**config.mk**
```make
export PLATFORM = sky130hd
export DESIGN_NAME = pss_div
export DESIGN_NICKNAME = d
export VERILOG_FILES = /design/src/hdl/pss_pkg.sv /design/src/hdl/pss_div.sv
export SDC_FILE = /design/constraint.sdc
export NUM_CORES = 1
export LEC_CHECK = 0
export ABC_AREA = 1
export BUFFER_PORTS_ARGS = -buffer_cell sky130_fd_sc_hd__buf_2
export CORE_MARGIN = 4
export CORE_UTILIZATION = 28
export CTS_CLUSTER_SIZE = 16
export DETAILED_ROUTE_END_ITERATION = 8
export PLACE_DENSITY = 0.53
export SKIP_CTS_REPAIR_TIMING = 1
export SLEW_MARGIN = 10
export SYNTH_ARGS = -nofsm -noshare
export SYNTH_HDL_FRONTEND = slang
export SYNTH_SLANG_ARGS = --single-unit
```
**constraint.sdc**
```tcl
create_clock -name clock -period 3.2 [get_ports clock]
set_input_delay 0 -clock clock [delete_from_list [all_inputs] [get_ports clock]]
set_output_delay 0 -clock clock [all_outputs]
set_load 0.01 [all_outputs]
```
**src/hdl/pss_pkg.sv**
```systemverilog
// pss_pkg: shared types and constants of the prime sum sieve.
// No dependencies.
`timescale 1ns / 1ps

package pss_pkg;

   localparam int PRIME_SUM_BITS = 47;

   typedef struct packed {
      logic busy;
      logic done;
   } div_status_type;

endpackage

```
**src/hdl/pss_div.sv**
```systemverilog
// pss_div: restoring bit-serial unsigned divider, one quotient bit per cycle.
// Depends on pss_pkg.
`timescale 1ns / 1ps

module pss_div #(
   parameter int WIDTH = 24
) (
   input  logic                   clock,
   input  logic                   reset,
   input  logic                   go,
   input  logic [WIDTH-1:0]       numerator,
   input  logic [WIDTH-1:0]       denominator,
   output pss_pkg::div_status_type status,
   output logic [WIDTH-1:0]       quotient
);
   import pss_pkg::*;

   localparam int CNT_W = $clog2(WIDTH + 1);

   logic [WIDTH:0]   rem_ff;
   logic [WIDTH-1:0] quo_ff;
   logic [WIDTH-1:0] den_ff;
   logic [CNT_W-1:0] cnt_ff;
   logic             busy_ff;
   logic             done_ff;
   logic [WIDTH:0]   rem_sh;
   logic             fits;

   assign rem_sh = {rem_ff[WIDTH-1:0], quo_ff[WIDTH-1]};
   assign fits   = rem_sh >= {1'b0, den_ff};

   always_ff @(posedge clock) begin
      if (reset) begin
         busy_ff <= 1'b0;
         done_ff <= 1'b0;
      end else begin
         done_ff <= 1'b0;
         if (go) begin
            rem_ff  <= '0;
            quo_ff  <= numerator;
            den_ff  <= denominator;
            cnt_ff  <= CNT_W'(WIDTH);
            busy_ff <= 1'b1;
         end else if (busy_ff) begin
            rem_ff <= fits ? (rem_sh - {1'b0, den_ff}) : rem_sh;
            quo_ff <= {quo_ff[WIDTH-2:0], fits};
            cnt_ff <= cnt_ff - 1'b1;
            if (cnt_ff == CNT_W'(1)) begin
               busy_ff <= 1'b0;
               done_ff <= 1'b1;
            end
         end
      end
   end

   assign status.busy = busy_ff;
   assign status.done = done_ff;
   assign quotient    = quo_ff;

   a_no_restart: assert property (@(posedge clock) disable iff (reset)
      go |-> !busy_ff) else $error("divider restarted while busy");
   a_done_idle: assert property (@(posedge clock) disable iff (reset)
      done_ff |-> !busy_ff) else $error("done while busy");
   a_done_after_busy: assert property (@(posedge clock) disable iff (reset)
      done_ff |-> $past(busy_ff)) else $error("done without a running division");

endmodule

```
==> impl_metrics.tcl, run 1 <==
set metrics [dict create \
    crit_chain "ha_1, nand2_1, nor2_2, nand3_1, nand3_2, nand3b_4, nand2_4, inv_4, nor2_1, nor2_1" \
    wirelength_um 13800 \
    power_w 0.00326 \
    slowest_stage "edfxtp_1" \
    insertion_delay_ps 350 \
    ant_nets 0 \
    required_ps 3300 \
    cts.clk_slew.worst_paths_ps 60 \
    async_reset_ff_frac 0 \
    start_kind "flip-flop" \
    first_pass_iters 4 \
    fp.dieW_um 145 \
    clk_path_buf_depth 2 \
    ys_types 33 \
    fmax_ghz 0.398 \
    power.leakage_nw 3.38 \
    dp_hpwl_um 10100 \
    fin_crit_ps 2510 \
    yosysSeqAreaShare 0.449 \
    setup_violations 0 \
    place_congestion 0.845 \
    die_h_um 145 \
    skew_ps 11.1 \
    worst_slew_pin_slew_ps 580 \
    ios 77 \
    ys_seq_elements 79 \
    synth_area_um2 5240 \
    detailroute.wirelength.met2_um 6110 \
    htreeDepth 3 \
    ys.flop_type "edfxtp_1" \
    via_count 4542 \
    final.setup.tns_ps 0 \
    drive_gt1_frac 0.154 \
    initial_core_util 0.289 \
    fin_crit_sh 0.784 \
    wl_met1_um 6570 \
    drv_slew 0 \
    grt_start_max_net_pins 50 \
    nFillCells 1910 \
    wl_met3_um 892 \
    cts_tree "built" \
    critPathKind "flip-flop to flip-flop" \
    area_growth_pct 27.2 \
    rsz0062_at_grt "no" \
    antenna_found_initial 0 \
    fp.dieArea_um2 21000 \
    vdd_drop_max_mv 0.285 \
    endpoint_kind "flip-flop" \
    grt_pass1_vias 4563 \
    yosys-top-cells-area "edfxtp_1, nand2_1, inv_1" \
    synth_top_area_frac 0.442 \
    port_buffers 76 \
    drt-wirelength-per-cell_um 13.1 \
    crit_top_cell "nor2_1" \
    final_cells 1053 \
    place_ws_ps 729 \
    grt_usage 0.137 \
    relSlewSlack 0.614 \
    top_layer_used "met4" \
    yosysWarningCount 0 \
    avgSynthCellArea_um2 7.58 \
    synth_top_area_cell "edfxtp_1" \
    hold_class "input pin to flip-flop" \
    maxCapViolations 0 \
    nNetsFinal 897 \
    n_antenna_cell 0 \
    status "finished, final reports clean" \
    grt_pass1_wl_um 22500 \
    rows 49 \
    placed_cells 988 \
    first_iter_violations 274 \
    synth_edf_count 77 \
    avgViaCountPerCell 4.31 \
    syn_inst 691 \
    cellPowerDensity_nw_per_um2 489 \
    max_stage_delay_ps 390 \
    worst_slack_ps 690 \
    core-area_um2 18100 \
    cts.sinks 79 \
    grt_overflow 0 \
    cp_max_fo 17 \
    hold_viol 0 \
    drc 0 \
    cts_buffers 9 \
    syn_nets 769 \
    cts-root-buf "clkbuf_16" \
    cp.arrival_ps 2610 \
]
sequential cells by signal, indices dropped and copies added (netlist names):
signal,count
quotient,24
den_ff,24
cnt_ff,5
busy_ff,1
rem_ff,24
done_ff,1
through the flow:
| step | hold slack (ps) | util | cell area [um^2] |
|---|---|---|---|
| final | 196 | 0.367 | 6660 |
| after detailed placement | 178 | 0.324 | 5880 |
| after CTS | -188 | 0.340 | 6170 |
| after global routing | 224 | 0.367 | 6660 |
| after floorplan | 78.1 | - | 5240 |
| after global placement | 177 | 0.324 | 5880 |
synthesized netlist by cell type, drive strengths merged, types with 2 or more instances:
cell type	n
nor2	80
clkbuf	3
nor4	2
a21oi	14
inv	125
dfxtp	2
nand3b	18
nand4	5
ha	26
xor2	11
edfxtp	77
buf	11
o21ai	4
nand3	28
nand2	280
path summary, 6_finish.rpt:
path | start | to | slack, ps | depth (start not counted)
max | rem_ff[6] | rem_ff[11] | 690 | 10
min reg2reg | busy_ff | done_ff | 540 | 2
min | go | cnt_ff[1] | 200 | 2
max reg2reg | rem_ff[6] | rem_ff[11] | 690 | 10
routing by layer:
layer | track usage | vias to the layer above
met5 | 0 | -
met4 | 0.0319 | 0
met3 | 0.0447 | 21
li1 | - | 2388
met2 | 0.213 | 121
met1 | 0.186 | 2012
logic make-up after synthesis:
group | share of synthesized area
AO/OA/AOI/OAI | 0.0194
XOR/XNOR | 0.0201
adder cells (fa/ha/maj) | 0.0659
buffers and inverters | 0.106
flip-flops | 0.449
AND/OR/NAND/NOR | 0.340
critical path: cells and delay by family (launching register included):
kind	cells	cell delay, ps
adders and majority gates	1	380
DFF	1	390
buffers and inverters	1	140
and+or+nand+nor	8	1330
power breakdown:
group	leakage [nW]	internal, W	total [W]	switching, W
sequential	0.753	0.00125	0.00129	0.0000386
clock	0.136	0.000607	0.00105	0.000447
combinational	2.49	0.000341	0.000916	0.000575
total	3.38	0.00220	0.00326	0.00106
cell type report:
type                    instances  area, um^2  area share
repair buffers                131         916       0.137
clock buffers                  11         233      0.0349
flip-flops and latches         79        2350       0.353
clock inverters                 5        58.8     0.00883
multi-input cells             473        2340       0.352
inverters                     125         472      0.0708
well taps                     229         287      0.0430
layout by cell type (no fill, tap or decap), types with 2 or more instances in the layout:
master	n
a21oi_1	12
buf_2	76
buf_4	6
clkbuf_1	2
clkbuf_16	9
clkinvlp_4	2
dfxtp_1	2
dlygate4sd3_1	49
edfxtp_1	77
ha_1	26
inv_1	123
nand2_1	272
nand2_2	7
nand3_1	27
nand3b_1	17
nand4_1	5
nor2_1	65
nor2_2	14
o21ai_0	4
xor2_1	11
Power figures use the tool's default switching activity.
==> run 2, diff against run 1 <==
- ABC_AREA: 1 -> 0
- PLACE_DENSITY: 0.53 -> 0.51
- clock period: 3.2 -> 2.4 ns (I/O delays scaled with it)
==> impl_metrics.tcl, run 2 <==
set metrics [dict create \
    r2r_cells 11 \
    p_comb_frac 0.330 \
    antenna_found_initial 0 \
    endpoint_kind "flip-flop" \
    clkPwrFrac 0.286 \
    rsz0062_at_grt "yes" \
    yosysSeqAreaShare 0.508 \
    drt-wirelength-per-cell_um 14.3 \
    initial_core_util 0.289 \
    nNetsFinal 677 \
    async_reset_ff_frac 0 \
    yosys-top-cells-area "edfxtp_1, ha_1, mux2_2" \
    synth_area_um2 4630 \
    dp_hpwl_um 8250 \
    worst_slew_pin_slew_ps 457 \
    core-area_um2 16100 \
    wirelength_um 11800 \
    synth_commonest_cells "edfxtp_1, nor2_1, inv_1" \
    synth.most_common_cell "edfxtp_1" \
    fp.dieW_um 137 \
    ios 77 \
    cts-root-buf "clkbuf_16" \
    status "complete, but fails checks" \
    p_int_w 0.00315 \
    ant_nets 0 \
    die_h_um 137 \
    layout_common_cells "buf_4, edfxtp_1, buf_2, dlygate4sd3_1, nor2_1" \
    cp_max_fo 6 \
    critPathKind "flip-flop to flip-flop" \
    vdd_drop_max_mv 0.332 \
    required_ps 2480 \
    htreeDepth 3 \
    hold_class "input pin to flip-flop" \
    ys_types 64 \
    switching_share 0.297 \
    violations "setup timing" \
    worst_slack_ps -280 \
    port_buffers 76 \
    place_congestion 0.835 \
    insertion_delay_ps 350 \
    fin_crit_ps 2680 \
    grt_start_max_net_pins 32 \
    fp.dieArea_um2 18700 \
    avgSynthCellArea_um2 11.7 \
    power.leakage_nw 2.91 \
    grt_usage 0.126 \
    start_kind "flip-flop" \
    rows 46 \
    cp.arrival_ps 2770 \
    n_antenna_cell 0 \
    clk_path_buf_depth 2 \
    r2r-end "rem_ff[6]" \
    synth_top_area_frac 0.499 \
    avgViaCountPerCell 4.56 \
    drive_gt1_frac 0.425 \
    grt_pass1_vias 3733 \
    place_area_um2 5850 \
    syn_nets 474 \
    first_iter_violations 141 \
    drc 0 \
    ys.flop_type "edfxtp_1" \
    synth_edf_count 77 \
    relSlewSlack 0.691 \
    setup_violations 25 \
    synth_top_area_cell "edfxtp_1" \
    cellPowerDensity_nw_per_um2 652 \
    mostFrequentLayoutCell "buf_4" \
    final_cells 820 \
    p_sw_w 0.00133 \
    skew_ps 9.28 \
    drv_slew 0 \
    cts_tree "built" \
    maxCapViolations 0 \
    grt_overflow 0 \
    startpoint "rem_ff[7]" \
    nFillCells 1502 \
    via_count 3737 \
    yosysWarningCount 0 \
    area_growth_pct 48.6 \
    final_area_um2 6880 \
    placed_cells 745 \
    fin_hold_ws_ps 284 \
    fmax_ghz 0.373 \
    ys_seq_elements 79 \
    first_pass_iters 4 \
    grt_pass1_wl_um 18500 \
    r2r_setup_slack_ps -280 \
    cp-endpoint "rem_ff[6]" \
    fin_crit_sh 1.12 \
    cts.sinks 79 \
    pwr-share-seq 0.384 \
    cts_buffers 9 \
    cts.clk_slew.worst_paths_ps 60 \
    regToRegStartpoint "rem_ff[7]" \
    hold_viol 0 \
    syn_inst 396 \
]
[run 2: power by group through the flow]
stage / Sequential, W / Combinational (W) / Clock (W)
after detailed placement: 0.00175 / 0.00128 / 0
after CTS: 0.00172 / 0.00128 / 0.00133
final: 0.00172 / 0.00148 / 0.00128
after floorplan: 0.00175 / 0.000800 / 0
after global routing: 0.00173 / 0.00163 / 0.00139
after global placement: 0.00175 / 0.00126 / 0
[run 2: cell families (layout without fill, tap and decap cells)]
kind of cell,Yosys count,count (layout),share of synthesized area
xor+xnor,17,17,0.0321
buf+inv,50,258,0.0521
mux,37,37,0.0864
flops,79,79,0.508
simple gates,99,99,0.109
fa+ha+maj,27,27,0.0745
compound gates,87,87,0.138
[run 2: worst min-delay path by stage]
stage                          startpoint  cells past startpoint  slack, ps            to
after floorplan                     reset                      1         70       busy_ff
after global placement     denominator[9]                      1        180     den_ff[9]
after detailed placement   denominator[2]                      1        180     den_ff[2]
after CTS                 denominator[22]                      1       -190    den_ff[22]
after global routing                   go                      2        300  quotient[17]
final                                  go                      2        280  quotient[17]
[run 2: final cells by class]
type,count,area (um^2),area share
Clock buffer,9,225,0.0327
Clock inverter,7,48.8,0.00709
Inverter,33,124,0.0180
Multi-Input combinational cell,267,2330,0.339
Sequential cell,79,2350,0.342
Tap cell,216,270,0.0393
Timing Repair Buffer,209,1530,0.223
[run 2: stage by stage]
stage | setup TNS (ps) | utilization | setup slack (ps) | total power, W
floorplan | -2760 | - | -200 | 0.00255
global placement | -5880 | 0.364 | -345 | 0.00301
detailed placement | -6490 | 0.364 | -338 | 0.00303
CTS | -7090 | 0.381 | -362 | 0.00434
global route | -8390 | 0.429 | -411 | 0.00476
finish | -5560 | 0.429 | -280 | 0.00449
[run 2: worst max-delay path: stages, from the launching register on]
cell,delay [ps]
edfxtp_1,430
ha_4,330
nand4_2,130
buf_6,150
a211oi_4,240
a2111oi_4,60
or2_4,260
o31ai_4,290
buf_6,160
buf_8,130
mux2i_1,190
nor2_1,50
[run 2: metal layers]
layer,GRT usage,routed length [um]
met1,0.163,5420
met2,0.202,5770
met3,0.0309,403
met4,0.0493,168
met5,0,0
==> run 3, diff against run 2 <==
--- a/constraint.sdc
+++ b/constraint.sdc
@@ -3,2 +3,2 @@
 set_output_delay 0 -clock clock [all_outputs]
-set_load 0.01 [all_outputs]
+set_load 0.02 [all_outputs]
==> impl_metrics.tcl, run 3 (synthesis gave the netlist of run 2 again) <==
set metrics [dict create \
    maxCapViolations 0 \
    fp.dieW_um 137 \
    fin_crit_sh 1.11 \
    vdd_drop_max_mv 0.393 \
    die_h_um 137 \
    status "complete, but fails checks" \
    worst_slack_ps -275 \
    cp.arrival_ps 2760 \
    ios 77 \
    wl_met3_um 303 \
    layout_common_cells "buf_4, edfxtp_1, buf_2, dlygate4sd3_1, nor2_1" \
    grt_pass1_wl_um 17900 \
    drc 0 \
    violations "setup timing" \
    rsz0062_at_grt "yes" \
    place_ws_ps -345 \
    final_util 0.440 \
    worst_slew_pin_slew_ps 460 \
    detailroute.wirelength.met2_um 6090 \
    hold_class "input pin to flip-flop" \
    skew_ps 10.9 \
    drt-wirelength-per-cell_um 14.8 \
    required_ps 2490 \
    fmax_ghz 0.374 \
    insertion_delay_ps 350 \
    setup_violations 25 \
    hold_viol 0 \
    cellPowerDensity_nw_per_um2 664 \
    core-area_um2 16100 \
    final_cells 825 \
    antenna_found_initial 0 \
    regToRegStartpoint "den_ff[0]" \
    mostFrequentLayoutCell "buf_4" \
    r2r_cells 10 \
    top_layer_used "met4" \
    via_count 3743 \
    first_pass_iters 4 \
    wl_met1_um 5520 \
    whs_path_depth 2 \
    r2r-end "rem_ff[20]" \
    nNetsFinal 682 \
    area_growth_pct 52.3 \
    grt_usage 0.125 \
    drv_slew 0 \
    placed_cells 750 \
    avgViaCountPerCell 4.54 \
    power.leakage_nw 2.97 \
    fin_crit_ps 2680 \
    r2r_setup_slack_ps -280 \
    cp_max_fo 6 \
    endpoint_kind "flip-flop" \
    wirelength_um 12200 \
    grt_start_max_net_pins 32 \
    critPathKind "flip-flop to flip-flop" \
    grt_pass1_vias 3579 \
    cts_tree "built" \
    first_iter_violations 82 \
    cts.sinks 79 \
    drive_gt1_frac 0.445 \
    ant_nets 0 \
    cts.clk_slew.worst_paths_ps 70 \
    worstHoldEndpoint "cnt_ff[2]" \
    cts-root-buf "clkbuf_16" \
    htreeDepth 3 \
    place_congestion 0.874 \
    n_antenna_cell 0 \
    initial_core_util 0.289 \
    worstHoldStart "go" \
    dp_hpwl_um 8430 \
    grt_overflow 0 \
    clk_path_buf_depth 2 \
    rows 46 \
    start_kind "flip-flop" \
    relSlewSlack 0.693 \
    fp.dieArea_um2 18700 \
    cts_buffers 9 \
    port_buffers 76 \
]
[run 3: changes by cell type in the layout (fill, tap and decap cells not counted), moves of 2 or more]
cell      previous run  this run
buf_4               79        81
ha_4                 9        13
o31ai_1              2         0
clkinv_4             2         0
clkinv_1             2         0
clkbuf_1             0         2
buf_6                3         5
ha_1                17        13
[run 3: worst max path at each step]
stage	from	depth (start not counted)	slack, ps	to
5_1_grt	rem_ff[7]	11	-370	rem_ff[3]
3_3_place_gp	quotient[23]	11	-290	rem_ff[22]
2_1_floorplan	quotient[23]	13	-250	rem_ff[11]
6_report	den_ff[0]	10	-280	rem_ff[20]
3_5_place_dp	rem_ff[6]	10	-340	rem_ff[22]
4_1_cts	rem_ff[1]	10	-380	rem_ff[22]
[run 3: worst max-delay path, cell delays in order (launching register included)]
cell and delay (ps):
edfxtp_1 420, ha_4 190, fa_2 370, nor2b_2 140
o31a_1 240, o31ai_4 110, a31o_4 270, buf_6 120
o211ai_1 290, xnor2_1 180, a211oi_2 90
[run 3: layout make-up]
| class | instances | area [um^2] |
|---|---|---|
| Inverter | 33 | 124 |
| Sequential cell | 79 | 2350 |
| Tap cell | 216 | 270 |
| Clock buffer | 11 | 233 |
| Clock inverter | 5 | 58.8 |
| Fill cell | 1494 | 9000 |
| Multi-Input combinational cell | 267 | 2420 |
| Timing Repair Buffer | 214 | 1600 |
[run 3: per-stage QoR]
step | setup TNS [ps] | total power, W | hold slack (ps) | cell area [um^2]
2_1_floorplan | -3750 | 0.00257 | 72.8 | 4730
3_3_place_gp | -5440 | 0.00304 | 176 | 5880
3_5_place_dp | -6160 | 0.00306 | 178 | 5880
4_1_cts | -6790 | 0.00447 | -202 | 6170
5_1_grt | -7730 | 0.00492 | 54.5 | 7060
6_report | -5290 | 0.00469 | 48.9 | 7060
[run 3: layer usage]
layer  vias up  global-route usage
met5         -                   0
met4         0              0.0661
met3        12              0.0250
met2        58               0.202
met1      1795               0.157
li1       1878                   -
[run 3: power by group]
part           switching, W  internal [W]
Clock              0.000582      0.000809
Combinational      0.000735      0.000834
Sequential        0.0000656       0.00166
Total               0.00138       0.00331
